### src/rtl/slsf_pkg.sv
// ----------------------------------------------------------------------------
// slsf_pkg
// Lexer modes, character codes and status codes of the source flattener.
// ----------------------------------------------------------------------------
package slsf_pkg;

    typedef logic [2:0] t_mode;
    typedef logic [1:0] t_status;

    localparam t_mode MODE_GAP     = 3'd0;
    localparam t_mode MODE_COMMENT = 3'd1;
    localparam t_mode MODE_DIGITS  = 3'd2;
    localparam t_mode MODE_QUOTE   = 3'd3;
    localparam t_mode MODE_STRING  = 3'd4;

    localparam t_status ST_OK       = 2'd0;
    localparam t_status ST_EARLY    = 2'd1;
    localparam t_status ST_UNMATCH  = 2'd2;
    localparam t_status ST_TOO_DEEP = 2'd3;

    localparam logic [7:0] CH_LBRACE = 8'h7B;
    localparam logic [7:0] CH_RBRACE = 8'h7D;
    localparam logic [7:0] CH_LBRACK = 8'h5B;
    localparam logic [7:0] CH_RBRACK = 8'h5D;
    localparam logic [7:0] CH_DQUOTE = 8'h22;
    localparam logic [7:0] CH_SQUOTE = 8'h27;
    localparam logic [7:0] CH_SPACE  = 8'h20;
    localparam logic [7:0] CH_SLASH  = 8'h2F;
    localparam logic [7:0] CH_NL     = 8'h0A;
    localparam logic [7:0] CH_ZERO   = 8'h30;
    localparam logic [7:0] CH_NINE   = 8'h39;
    localparam logic [7:0] CH_TAB    = 8'h09;
    localparam logic [7:0] CH_CR     = 8'h0D;

endpackage

### src/rtl/stack_language_source_flattener.sv
// ----------------------------------------------------------------------------
// stack_language_source_flattener
// Re-emits bracket-nested stack language source one token per line while the nest depth is within the threshold.
// ----------------------------------------------------------------------------
// One input beat is decoded in its accept cycle into a short plan (newline
// closing a digit run, indent count, token byte or comment newline marker,
// trailing newline, status). The plan is then walked in that order, with a
// down counter for the indent, loading one result beat per cycle into the
// output register while the output is not stalled: up to nest depth + 2 result beats for
// a token, one more when the token closes a digit run, four for a newline
// inside a comment. The input is not ready until the last result of the item
// has entered the output register; whitespace between tokens and input after
// an error give no result.
module stack_language_source_flattener #(
    parameter int MAX_DEPTH = 32
) (
    input  logic       i_clk,
    input  logic       i_rst_n,
    input  logic       i_in_valid,
    output logic       o_in_ready,
    input  logic [7:0] i_in_byte,
    input  logic       i_end_of_input,
    output logic       o_out_valid,
    input  logic       i_out_ready,
    output logic [7:0] o_out_byte,
    output logic       o_has_byte,
    output logic [1:0] o_status,
    output logic       o_last,
    input  logic       i_cfg_wr_en,
    input  logic signed [6:0] i_cfg_wr_data
);

    localparam logic [5:0] MaxDepthW = 6'(MAX_DEPTH);

    logic signed [6:0]     r_flat;
    logic [5:0]            r_depth, n_depth;
    slsf_pkg::t_mode       r_mode, n_mode;
    logic                  r_halt, n_halt;

    logic                  r_pre, n_pre;
    logic [5:0]            r_cnt, n_cnt;
    logic                  r_byte, n_byte;
    logic [7:0]            r_b;
    logic                  r_cmt, n_cmt;
    logic [1:0]            r_ci, n_ci;
    logic                  r_post, n_post;
    logic                  r_st, n_st;
    slsf_pkg::t_status     r_code, n_code;

    logic                  busy, accept, emit;
    logic                  tok, is_sp, is_dig, eoi;
    logic [7:0]            b;
    logic [7:0]            e_byte;
    logic                  e_has, e_last;
    slsf_pkg::t_status     e_status;

    function automatic logic shown(input logic [5:0] d, input logic signed [6:0] thr);
        return $signed({1'b0, d}) <= thr;
    endfunction

    assign busy       = r_pre || (r_cnt != '0) || r_byte || r_cmt || r_post || r_st;
    assign o_in_ready = !busy;
    assign accept     = i_in_valid && o_in_ready;
    assign emit       = busy && (!o_out_valid || i_out_ready);

    assign b      = i_in_byte;
    assign eoi    = i_end_of_input;
    assign is_sp  = (b == slsf_pkg::CH_SPACE) ||
                    (b >= slsf_pkg::CH_TAB && b <= slsf_pkg::CH_CR);
    assign is_dig = (b >= slsf_pkg::CH_ZERO) && (b <= slsf_pkg::CH_NINE);

    always_comb begin
        n_depth = r_depth;
        n_mode  = r_mode;
        n_halt  = r_halt;
        n_pre   = r_pre;
        n_cnt   = r_cnt;
        n_byte  = r_byte;
        n_cmt   = r_cmt;
        n_ci    = r_ci;
        n_post  = r_post;
        n_st    = r_st;
        n_code  = r_code;
        tok     = 1'b0;

        if (accept && !r_halt) begin
            n_pre  = 1'b0;
            n_cnt  = '0;
            n_byte = 1'b0;
            n_cmt  = 1'b0;
            n_ci   = '0;
            n_post = 1'b0;
            n_st   = 1'b0;
            n_code = slsf_pkg::ST_OK;
            case (r_mode)
                slsf_pkg::MODE_COMMENT: begin
                    if (eoi) begin
                        n_st = 1'b1; n_code = slsf_pkg::ST_EARLY; n_halt = 1'b1;
                    end else if (b == slsf_pkg::CH_RBRACE) begin
                        n_byte = 1'b1;
                        n_mode = slsf_pkg::MODE_GAP;
                        n_post = shown(r_depth, r_flat);
                    end else if (b == slsf_pkg::CH_NL) begin
                        n_cmt = 1'b1;
                    end else begin
                        n_byte = 1'b1;
                    end
                end
                slsf_pkg::MODE_STRING: begin
                    if (eoi) begin
                        n_st = 1'b1; n_code = slsf_pkg::ST_EARLY; n_halt = 1'b1;
                    end else begin
                        n_byte = 1'b1;
                        if (b == slsf_pkg::CH_DQUOTE) begin
                            n_mode = slsf_pkg::MODE_GAP;
                            n_post = shown(r_depth, r_flat);
                        end
                    end
                end
                slsf_pkg::MODE_QUOTE: begin
                    if (eoi) begin
                        n_st = 1'b1; n_code = slsf_pkg::ST_EARLY; n_halt = 1'b1;
                    end else begin
                        n_byte = 1'b1;
                        n_mode = slsf_pkg::MODE_GAP;
                        n_post = shown(r_depth, r_flat);
                    end
                end
                slsf_pkg::MODE_DIGITS: begin
                    if (!eoi && is_dig) begin
                        n_byte = 1'b1;
                    end else begin
                        n_pre  = shown(r_depth, r_flat);
                        n_mode = slsf_pkg::MODE_GAP;
                        tok    = 1'b1;
                    end
                end
                default: begin
                    n_mode = slsf_pkg::MODE_GAP;
                    tok    = 1'b1;
                end
            endcase

            if (tok) begin
                if (eoi) begin
                    n_st = 1'b1;
                    if (r_depth != '0) begin
                        n_code = slsf_pkg::ST_EARLY; n_halt = 1'b1;
                    end
                end else if (is_sp) begin
                    n_st = 1'b0;
                end else if (b == slsf_pkg::CH_RBRACK && r_depth == '0) begin
                    n_st = 1'b1; n_code = slsf_pkg::ST_UNMATCH; n_halt = 1'b1;
                end else if (b == slsf_pkg::CH_LBRACK && r_depth >= MaxDepthW) begin
                    n_st = 1'b1; n_code = slsf_pkg::ST_TOO_DEEP; n_halt = 1'b1;
                end else begin
                    if (shown(r_depth, r_flat)) begin
                        n_cnt = r_depth - {5'd0, b == slsf_pkg::CH_RBRACK};
                    end
                    n_byte = 1'b1;
                    if (b == slsf_pkg::CH_LBRACE) begin
                        n_mode = slsf_pkg::MODE_COMMENT;
                    end else if (b == slsf_pkg::CH_LBRACK) begin
                        n_depth = r_depth + 6'd1;
                        n_post  = shown(r_depth + 6'd1, r_flat);
                    end else if (b == slsf_pkg::CH_RBRACK) begin
                        n_depth = r_depth - 6'd1;
                        n_post  = shown(r_depth - 6'd1, r_flat);
                    end else if (is_dig) begin
                        n_mode = slsf_pkg::MODE_DIGITS;
                    end else if (b == slsf_pkg::CH_SQUOTE) begin
                        n_mode = slsf_pkg::MODE_QUOTE;
                    end else if (b == slsf_pkg::CH_DQUOTE) begin
                        n_mode = slsf_pkg::MODE_STRING;
                    end else begin
                        n_post = shown(r_depth, r_flat);
                    end
                end
            end
        end

        e_byte   = 8'd0;
        e_has    = 1'b1;
        e_status = slsf_pkg::ST_OK;
        e_last   = 1'b0;
        if (emit) begin
            if (r_pre) begin
                e_byte = slsf_pkg::CH_NL;
                e_last = !((r_cnt != '0) || r_byte || r_cmt || r_post || r_st);
                n_pre  = 1'b0;
            end else if (r_cnt != '0) begin
                e_byte = slsf_pkg::CH_SPACE;
                e_last = !((r_cnt != 6'd1) || r_byte || r_cmt || r_post || r_st);
                n_cnt  = r_cnt - 6'd1;
            end else if (r_byte) begin
                e_byte = r_b;
                e_last = !(r_cmt || r_post || r_st);
                n_byte = 1'b0;
            end else if (r_cmt) begin
                e_byte = (r_ci == 2'd1 || r_ci == 2'd2) ? slsf_pkg::CH_SLASH
                                                        : slsf_pkg::CH_SPACE;
                e_last = (r_ci == 2'd3) && !(r_post || r_st);
                n_ci   = r_ci + 2'd1;
                n_cmt  = (r_ci != 2'd3);
            end else if (r_post) begin
                e_byte = slsf_pkg::CH_NL;
                e_last = !r_st;
                n_post = 1'b0;
            end else begin
                e_has    = 1'b0;
                e_status = r_code;
                e_last   = 1'b1;
                n_st     = 1'b0;
            end
        end
    end

    always_ff @(posedge i_clk) begin
        if (!i_rst_n) begin
            r_flat      <= '0;
            r_depth     <= '0;
            r_mode      <= slsf_pkg::MODE_GAP;
            r_halt      <= 1'b0;
            r_pre       <= 1'b0;
            r_cnt       <= '0;
            r_byte      <= 1'b0;
            r_cmt       <= 1'b0;
            r_ci        <= '0;
            r_post      <= 1'b0;
            r_st        <= 1'b0;
            r_code      <= slsf_pkg::ST_OK;
            o_out_valid <= 1'b0;
        end else begin
            if (i_cfg_wr_en) begin
                r_flat <= i_cfg_wr_data;
            end
            r_depth <= n_depth;
            r_mode  <= n_mode;
            r_halt  <= n_halt;
            r_pre   <= n_pre;
            r_cnt   <= n_cnt;
            r_byte  <= n_byte;
            r_cmt   <= n_cmt;
            r_ci    <= n_ci;
            r_post  <= n_post;
            r_st    <= n_st;
            r_code  <= n_code;
            if (emit) begin
                o_out_valid <= 1'b1;
            end else if (i_out_ready) begin
                o_out_valid <= 1'b0;
            end
        end
    end

    always_ff @(posedge i_clk) begin
        if (accept) begin
            r_b <= b;
        end
        if (emit) begin
            o_out_byte <= e_byte;
            o_has_byte <= e_has;
            o_status   <= e_status;
            o_last     <= e_last;
        end
    end

    a_depth_bound: assert property (@(posedge i_clk) disable iff (!i_rst_n)
        r_depth <= MaxDepthW)
        else $error("nest depth beyond limit");

    a_halt_silent: assert property (@(posedge i_clk) disable iff (!i_rst_n)
        (accept && r_halt) |=> !busy)
        else $error("result planned while halted");

    a_status_beat: assert property (@(posedge i_clk) disable iff (!i_rst_n)
        (o_out_valid && o_status != slsf_pkg::ST_OK) |-> (!o_has_byte && o_last))
        else $error("error status on a byte beat");

    a_cmt_index: assert property (@(posedge i_clk) disable iff (!i_rst_n)
        (r_ci != 2'd0) |-> r_cmt)
        else $error("comment marker index without marker");

endmodule

### config.mk
export PLATFORM = sky130hd
export DESIGN_NAME = stack_language_source_flattener
export DESIGN_NICKNAME = d
export VERILOG_FILES = /design/src/rtl/slsf_pkg.sv /design/src/rtl/stack_language_source_flattener.sv
export SDC_FILE = /design/constraint.sdc
export NUM_CORES = 1
export LEC_CHECK = 0
export BUFFER_PORTS_ARGS = -buffer_cell sky130_fd_sc_hd__buf_4
export CAP_MARGIN = 20
export CORE_UTILIZATION = 50
export CTS_CLUSTER_SIZE = 14
export DETAILED_ROUTE_END_ITERATION = 7
export PLACE_DENSITY = 0.69
export REMOVE_ABC_BUFFERS = 1
export SYNTH_ARGS = -nofsm -noshare
export SYNTH_HDL_FRONTEND = slang
export SYNTH_SLANG_ARGS = --single-unit
### constraint.sdc
create_clock -name i_clk -period 7.4 [get_ports i_clk]
set_input_delay 1.48 -clock i_clk [delete_from_list [all_inputs] [get_ports i_clk]]
set_output_delay 1.48 -clock i_clk [all_outputs]
set_load 0.005 [all_outputs]
==> flow_summary.ini, run 1 <==
[outcome]
status = finished clean

[global_routing]
track_usage_pct = 22.8
gr-total-overflow = 0
antenna_found_initial = 0
grt_max_degree = 27
grt_pass1_vias = 2775
grt_first_pass_wirelength_mm = 13.0

[placed_design]
placedCellCount = 478
io_buffers = 34
dpl.hpwl_mm = 5.69
postPlaceCellArea_um2 = 3710
gp_congestion = 0.884

[sta]
post-route-period-util_pct = 47.1
fmax_mhz = 287
rsz0062_at_grt = no
finalSetupViolations = 0
worstMarginPinSlew_ns = 0.949
fin_worst_skew_ns = 0.0137
hold_slack_ns = 0.490
fin_crit_ns = 3.49
slew_violations = 0
maxSlewHeadroom_pct = 36.2
finalSetupTns_ns = 0
finalHoldViolCount = 0

[yosys]
synthCells = 385
ys_seq_elements = 53
yosysTopAreaCell = dfxtp_1
synth_edf_count = 20
yosys_warnings = 0
synth_area_leaders = dfxtp_1 19%, edfxtp_1 17%, ha_1 8.7%
synth_top_area_share_pct = 19.2
seq_area_frac_synth_pct = 36.6
avgSynthCellArea_um2 = 8.96
syn-cell-area_um2 = 3450
synth-async-reset-ratio_pct = 0
synth_flop_cell = dfxtp_1
yosysUniqueCellTypes = 67

[clocking]
cts_buffer_depth = 2
cts_sinks = 53
root_buffer = clkbuf_8
ctsResizeCount = 0
cts_setup_buffers = 0
tritoncts = built
holdBufCountCts = 0
clkTransAtPathRegs_ns = 0.10
numCtsBuffers = 5
htree_levels = 2
insertion_delay_ns = 0.31

[worst_setup_path]
crit_required_ns = 7.63
path_class = input pin to flip-flop
reg2reg_slack_ns = 4.51
cp-start-kind = input pin
critical_path_arrival_ns = 3.71
setup.worst_path.end_class = flip-flop
critPathMaxFanout = 15

[layout]
stdcell_area_um2 = 3820
nets = 453
instances_no_fill = 486
drive_gt1_share_pct = 13.9
area_growth_pct = 10.7
diodes = 0

[power_and_ir_drop]
peakVddDrop_uv = 90.6
power_uw = 1030
p_leak_uw = 0.00156
p_per_area_nw_per_um2 = 270

[detailed_routing]
drt_iter0_drc = 178
ant_nets = 0
totalWireLength_mm = 7.82
wl_per_cell_um = 16.1
vias_per_cell = 5.99
num_vias = 2910
drc = 0
dr.pass1.iters = 4

[floorplanning]
initial_core_util_pct = 53.1
pin_count = 35
die_y_um = 85.1
fp.dieArea_um2 = 7240
fp-row-count = 29
coreArea_um2 = 6490
die_x_um = 85.1

[worst_hold_path]
hold_path_class = flip-flop to flip-flop

[run]
max_cap_viol_count = 0
==> Yosys cell counts, types with 4 or more instances <==
library cell and count:
nand4b_1 5, nand3b_1 4, nand2b_1 10, edfxtp_1 20, nand3_1 16, inv_1 21, nor2b_1 8, clkbuf_1 11
nor2_1 31, dfxtp_1 33, a311oi_1 4, mux2i_1 10, nand2_1 20, a21o_1 5, o21ai_0 18, a21oi_1 29
xnor2_1 7, a31oi_1 6, ha_1 24, o31ai_1 7, or4_1 4, or3_1 5, xor2_1 7, nor3_1 8
and3_1 9, nor4_1 4
==> layer usage <==
layer	vias to the layer above	global-route usage, %	wire length (um)
met1	1371	28.2	3540
met5	-	0	0
met2	64	41.1	3910
met4	0	6.47	115
li1	1466	-	-
met3	9	3.31	255
==> placed cells by master (no fill, tap or decap), types with 6 or more instances in the layout <==
cell	count
a21oi_1	29
a31oi_1	6
and3_1	9
buf_4	34
dfxtp_1	33
edfxtp_1	20
ha_1	24
inv_1	21
mux2i_1	10
nand2_1	20
nand2b_1	10
nand3_1	16
nor2_1	31
nor2b_1	8
nor3_1	8
o21ai_0	18
o31ai_1	7
xnor2_1	7
xor2_1	7
==> sequential cells by signal, indices dropped and copies added, names as in the netlist <==
signal       count
r_flat           7
r_ci             2
o_out_byte       8
o_out_valid      1
r_mode           3
r_cnt            6
r_depth          6
r_halt           1
r_st             1
r_code           2
o_has_byte       1
r_b              8
r_byte           1
r_post           1
r_cmt            1
o_last           1
r_pre            1
o_status         2
==> final cells by class <==
type	count	area [um2]
Clock buffer	6	72.6
Clock inverter	2	38.8
Fill cell	596	2680
Inverter	22	82.6
Multi-Input combinational cell	291	2010
Sequential cell	53	1260
Tap cell	77	96.3
Timing Repair Buffer	35	260
==> critical path, cell delays in order <==
cell and delay [ns]:
buf_4 0.14, and4b_1 0.22, nor2b_1 0.26, a22o_1 0.30, or4_4 0.60, or4_1 0.55
a21oi_1 0.16
==> report_power, final <==
part	internal, uW	switching, uW
clock	102	100
sequential	395	43.5
combinational	166	225
total	663	368
==> cells by family after synthesis <==
| family | Yosys count | synth area share [%] |
|---|---|---|
| xor+xnor | 14 | 3.55 |
| simple gates | 143 | 23.8 |
| mux | 11 | 3.23 |
| flops | 53 | 36.6 |
| fa+ha+maj | 24 | 8.71 |
| buf+inv | 41 | 5.22 |
| compound gates | 99 | 18.9 |
==> through the flow <==
| step | setup WS, ns | util [%] |
|---|---|---|
| 2_1_floorplan | 3.99 | - |
| 3_3_place_gp | 3.54 | 57.0 |
| 3_5_place_dp | 3.63 | 57.1 |
| 4_1_cts | 3.95 | 58.8 |
| 5_1_grt | 3.82 | 58.8 |
| 6_report | 3.91 | 58.8 |
==> final timing paths <==
kind | startpoint | end | cells past startpoint
hold reg to reg | r_halt | r_halt | 2
setup / recovery | i_in_byte[3] | r_depth[2] | 7
hold / removal | r_halt | r_halt | 2
setup reg to reg | r_depth[0] | r_depth[2] | 8
(Power assumes the default switching activity.)
==> run 2: changes to the inputs <==
Clock period 7.4 ns to 3.4 ns, I/O delays scaled along.
==> run 2 against run 1 <==
  * First-iteration DRC count decreased by 5.1%
  * Clock skew is 0.0065 ns lower
  * Register-to-register slack got worse by 3.9 ns
  * Sequential power up 120%
  * Power up 110%
  * Worst setup slack got worse by 3.3 ns
  * Hold slack worse by 0.013 ns
  * Critical path depth grew 1
  * Combinational power increased by 130%
  * Sequential share of layout area shrank 0.076 points
==> flow_summary.ini, run 2 (same netlist as run 1, synthesis figures left out) <==
[global_routing]
gr-total-overflow = 0
track_usage_pct = 23.3
grt_first_pass_wirelength_mm = 13.4
grt_max_degree = 27
antenna_found_initial = 0
grt_pass1_vias = 2801

[power_and_ir_drop]
p_sw_share_pct = 37.0
clkPwrFrac_pct = 16.6
p_per_area_nw_per_um2 = 575
peakVddDrop_uv = 213
power_uw = 2200
p_leak_uw = 0.00157
p_sw_uw = 815
combPwrFrac_pct = 39.9
p_seq_share_pct = 43.4
internal-power_uw = 1390

[clocking]
htree_levels = 2
cts_sinks = 53
root_buffer = clkbuf_8
cts_buffer_depth = 2
cts_setup_buffers = 0
tritoncts = built
clkTransAtPathRegs_ns = 0.10
ctsResizeCount = 0
insertion_delay_ns = 0.31
holdBufCountCts = 0
numCtsBuffers = 5

[sta]
slew_violations = 0
fin_crit_ns = 2.82
finalHoldViolCount = 0
hold_slack_ns = 0.478
setup_ws_ns = 0.582
rsz0062_at_grt = no
fmax_mhz = 355
maxSlewHeadroom_pct = 38.5
fin_worst_skew_ns = 0.00720
finalSetupTns_ns = 0
finalSetupViolations = 0
worstMarginPinSlew_ns = 0.920
post-route-period-util_pct = 82.9

[layout]
area_growth_pct = 11.0
drive_gt1_share_pct = 15.0
stdcell_area_um2 = 3830
multi_input_area_um2 = 2010
layout_commonest_cell = buf_4
register_area_um2 = 1260
reg_top3 = o_out_byte (8), r_b (8), r_flat (7)
nets = 457
diodes = 0
fillers = 611
layout_common_cells = 38 x buf_4, 33 x dfxtp_1, 31 x nor2_1

[floorplanning]
die_x_um = 85.1
pin_count = 35
initial_core_util_pct = 53.1
die_y_um = 85.1
fp.dieArea_um2 = 7240
fp-row-count = 29
coreArea_um2 = 6490

[detailed_routing]
totalWireLength_mm = 7.94
drt_iter0_drc = 169
wl_per_cell_um = 16.2
num_vias = 2915
ant_nets = 0
vias_per_cell = 5.95
dr.pass1.iters = 4
drc = 0

[placed_design]
pre_cts_ws_ns = 0.523
gp_congestion = 0.947
postPlaceCellArea_um2 = 3730
dpl.hpwl_mm = 6.04
io_buffers = 34

[run]
max_cap_viol_count = 0

[worst_setup_path]
setup.worst_path.end_class = flip-flop
cp-start-kind = flip-flop
critical_path_arrival_ns = 3.04
path_class = flip-flop to flip-flop
reg2reg_slack_ns = 0.58
critPathMaxFanout = 15
crit_required_ns = 3.62

[outcome]
status = finished clean

[worst_hold_path]
hold_path_class = flip-flop to flip-flop
[run 2: through the flow]
stage	cells	utilization, %
after floorplan	366	-
after global placement	481	57.5
after detailed placement	481	57.5
after CTS	489	58.9
after global routing	490	58.9
final	490	58.9
[run 2: path summary, 6_finish.rpt]
kind | startpoint | to | cells past startpoint
worst max-delay path | r_depth[1] | r_depth[2] | 8
worst min-delay path | r_code[1] | r_code[1] | 2
worst min register to register | r_code[1] | r_code[1] | 2
worst max register to register | r_depth[1] | r_depth[2] | 8
[run 2: layout make-up]
type,count,area share [%]
multi-input cells,291,52.5
repair buffers,39,7.58
clock buffers,5,1.80
clock inverters,3,0.556
well taps,77,2.52
flip-flops and latches,53,32.9
inverters,22,2.16
[run 2: power by group through the flow]
| stage | sequential, uW | clock [uW] | combinational [uW] |
|---|---|---|---|
| after detailed placement | 971 | 0 | 876 |
| final | 956 | 366 | 880 |
| after floorplan | 955 | 0 | 552 |
| after global placement | 966 | 0 | 862 |
| after CTS | 957 | 377 | 879 |
| after global routing | 978 | 404 | 976 |
[run 2: critical path, stage by stage, from the launching register on]
cell,delay (ns)
dfxtp_1,0.45
inv_1,0.12
ha_1,0.24
or3b_2,0.25
nor3_1,0.06
a22o_1,0.31
or4_4,0.60
or4_1,0.54
a21oi_1,0.16
[run 2: per-layer routing]
layer / vias up / GRT usage, % / wire (um)
li1: 1473 / - / -
met1: 1372 / 30.2 / 3610
met2: 59 / 39.9 / 3940
met3: 11 / 3.79 / 266
met4: 0 / 7.40 / 125
met5: - / 0 / 0
==> run 3: changes to the inputs <==
Settings changed: PLACE_DENSITY 0.69 to 0.72.
Clock period 3.4 ns to 2.4 ns, I/O delays scaled along.
==> run 3 against run 2 <==
  * Register-to-register slack lost 0.53 ns
  * Cell count increased by 11%
  * Power rose by 50%
  * Clock-buffer cell count unchanged
  * Routed wire length is 4.5% higher
  * Global-route usage fell by 0.31 points
  * Die area unchanged
  * Cell area grew 13%
  * Worst setup slack got worse by 0.53 ns
  * Maximum frequency is 20% higher
  * Via count up 6.0%
  * Largest power group is now combinational logic
==> flow_summary.ini, run 3 (same netlist as run 1, synthesis figures left out) <==
[floorplanning]
fp.dieArea_um2 = 7240
coreArea_um2 = 6490
fp-row-count = 29
pin_count = 35
initial_core_util_pct = 53.1
die_y_um = 85.1
die_x_um = 85.1

[clocking]
holdBufCountCts = 0
numCtsBuffers = 5
cts_buffer_depth = 2
tritoncts = built
root_buffer = clkbuf_8
cts_sinks = 53
insertion_delay_ns = 0.32
htree_levels = 2
clkTransAtPathRegs_ns = 0.11

[worst_setup_path]
setup.worst_path.end_class = flip-flop
timing.rr.start = r_depth[0]
rr_endpoint = r_post
r2r_cells = 11
crit_required_ns = 2.59
path_class = flip-flop to flip-flop
cp-start-kind = flip-flop
critPathMaxFanout = 3
crit_path_max_incr_delay_ns = 0.40
crit_family = simple AND/OR/NAND/NOR gates
crit_slowest_cell = or3b_4
critical_path_arrival_ns = 2.54
cp_num_buf_inv = 1
reg2reg_slack_ns = 0.06
cp_cell_sequence = inv_2 > ha_4 > or3b_4 > xnor2_2 > ha_1 > and3_4 > o21ai_2 > nand3_1 > o211ai_1 > a311oi_1 > o31ai_1

[power_and_ir_drop]
p_leak_uw = 0.00184
internal-power_uw = 2110
p_sw_share_pct = 36.1
combPwrFrac_pct = 43.6
peakVddDrop_uv = 346
p_per_area_nw_per_um2 = 764
p_sw_uw = 1190
p_seq_share_pct = 40.3
clkPwrFrac_pct = 16.1

[layout]
layout_common_cells = 91 x buf_4, 30 x nor2_1, 30 x dfxtp_1
diodes = 0
reg_top3 = o_out_byte (8), r_b (8), r_flat (7)
area_growth_pct = 25.5
layout_commonest_cell = buf_4
drive_gt1_share_pct = 28.9
fin_util_pct = 66.7
nets = 511

[sta]
post-route-period-util_pct = 97.7
slew_violations = 0
finalHoldViolCount = 0
maxSlewHeadroom_pct = 39.3
finalSetupViolations = 0
rsz0062_at_grt = yes
finalSetupTns_ns = 0
hold_slack_ns = 0.388
fin_worst_skew_ns = 0.0138
fmax_mhz = 427
worstMarginPinSlew_ns = 0.907
fin_crit_ns = 2.34

[worst_hold_path]
min_from = i_in_byte[2]
hold_end = r_b[2]
hold_path_depth = 1
hold_path_class = input pin to flip-flop

[global_routing]
antenna_found_initial = 0
grt_pass1_vias = 2903
grt_first_pass_wirelength_mm = 13.4
gr-total-overflow = 0
grt_max_degree = 19
track_usage_pct = 23.0

[detailed_routing]
ant_nets = 0
vias_per_cell = 5.68
drt_iter0_drc = 248
dr.pass1.iters = 4
totalWireLength_mm = 8.30
drc = 0
wl_per_cell_um = 15.3
num_vias = 3090

[placed_design]
io_buffers = 34
gp_congestion = 0.859
dpl.hpwl_mm = 6.35

[outcome]
status = finished clean

[run]
max_cap_viol_count = 0
-- run 3: cell count changes in the layout (fill, tap and decap cells not counted), moves of 2 or more --
cell | before | now
and3_4 | 0 | 2
dfxtp_2 | 0 | 3
dfxtp_1 | 33 | 30
a21oi_1 | 29 | 27
a21oi_2 | 0 | 2
and3_1 | 9 | 7
inv_2 | 0 | 2
ha_1 | 24 | 22
inv_1 | 21 | 19
buf_4 | 38 | 91
ha_4 | 0 | 2
-- run 3: what timing repair did --
item | 4_1_cts | 5_1_grt
gates resized for setup | 5 | 19
setup endpoints to repair | 4 | 13
buffers inserted | 1 | 2
pin swaps | 7 | 11
-- run 3: final cells by class --
type / count / area (um2)
clock buffer: 5 / 68.8
clock inverter: 3 / 25.0
fill: 548 / 2170
inverter: 22 / 82.6
multi-input combinational: 291 / 2090
sequential: 53 / 1260
tap: 77 / 96.3
timing repair buffer: 93 / 699
-- run 3: stage by stage --
stage / power (uW) / cells / setup slack, ns / instance area (um2)
2_1_floorplan: 2130 / 366 / -0.125 / 3350
3_3_place_gp: 2730 / 532 / -0.311 / 4120
3_5_place_dp: 2770 / 533 / -0.0625 / 4120
4_1_cts: 3300 / 542 / -0.00343 / 4240
5_1_grt: 3510 / 544 / -0.0425 / 4330
6_report: 3310 / 544 / 0.0553 / 4330
-- run 3: worst reg2reg max path: cells and delay by family, from the launching register on --
family / cells / cell delay, ns
adder cells (fa/ha/maj): 2 / 0.43
flip-flops: 1 / 0.34
AO/OA/AOI/OAI: 4 / 0.57
AND/OR/NAND/NOR: 3 / 0.66
buffers and inverters: 1 / 0.07
XOR/XNOR: 1 / 0.16
-- run 3: per-layer routing --
metal | vias up | track usage [%] | share of wire, %
met5 | - | 0 | 0
met4 | 0 | 7.09 | 1.5
met3 | 11 | 3.21 | 2.0
met2 | 42 | 40.2 | 50
met1 | 1462 | 29.6 | 46
li1 | 1575 | - | -
-- run 3: how the worst max path moves through the flow --
stage,startpoint,cells after the start,end
2_1_floorplan,r_depth[0],8,r_depth[5]
3_5_place_dp,i_in_byte[7],9,r_cnt[5]
5_1_grt,r_depth[1],11,r_post
4_1_cts,r_depth[0],8,r_depth[2]
6_report,r_depth[0],11,r_post
3_3_place_gp,i_in_byte[3],7,r_cnt[3]
-- run 3: power by group through the flow --
stage / Sequential (uW) / Combinational [uW] / Clock [uW]
after floorplan: 1350 / 782 / 0
after global placement: 1340 / 1390 / 0
after detailed placement: 1350 / 1420 / 0
after CTS: 1330 / 1430 / 542
after global routing: 1350 / 1580 / 575
final: 1330 / 1440 / 534
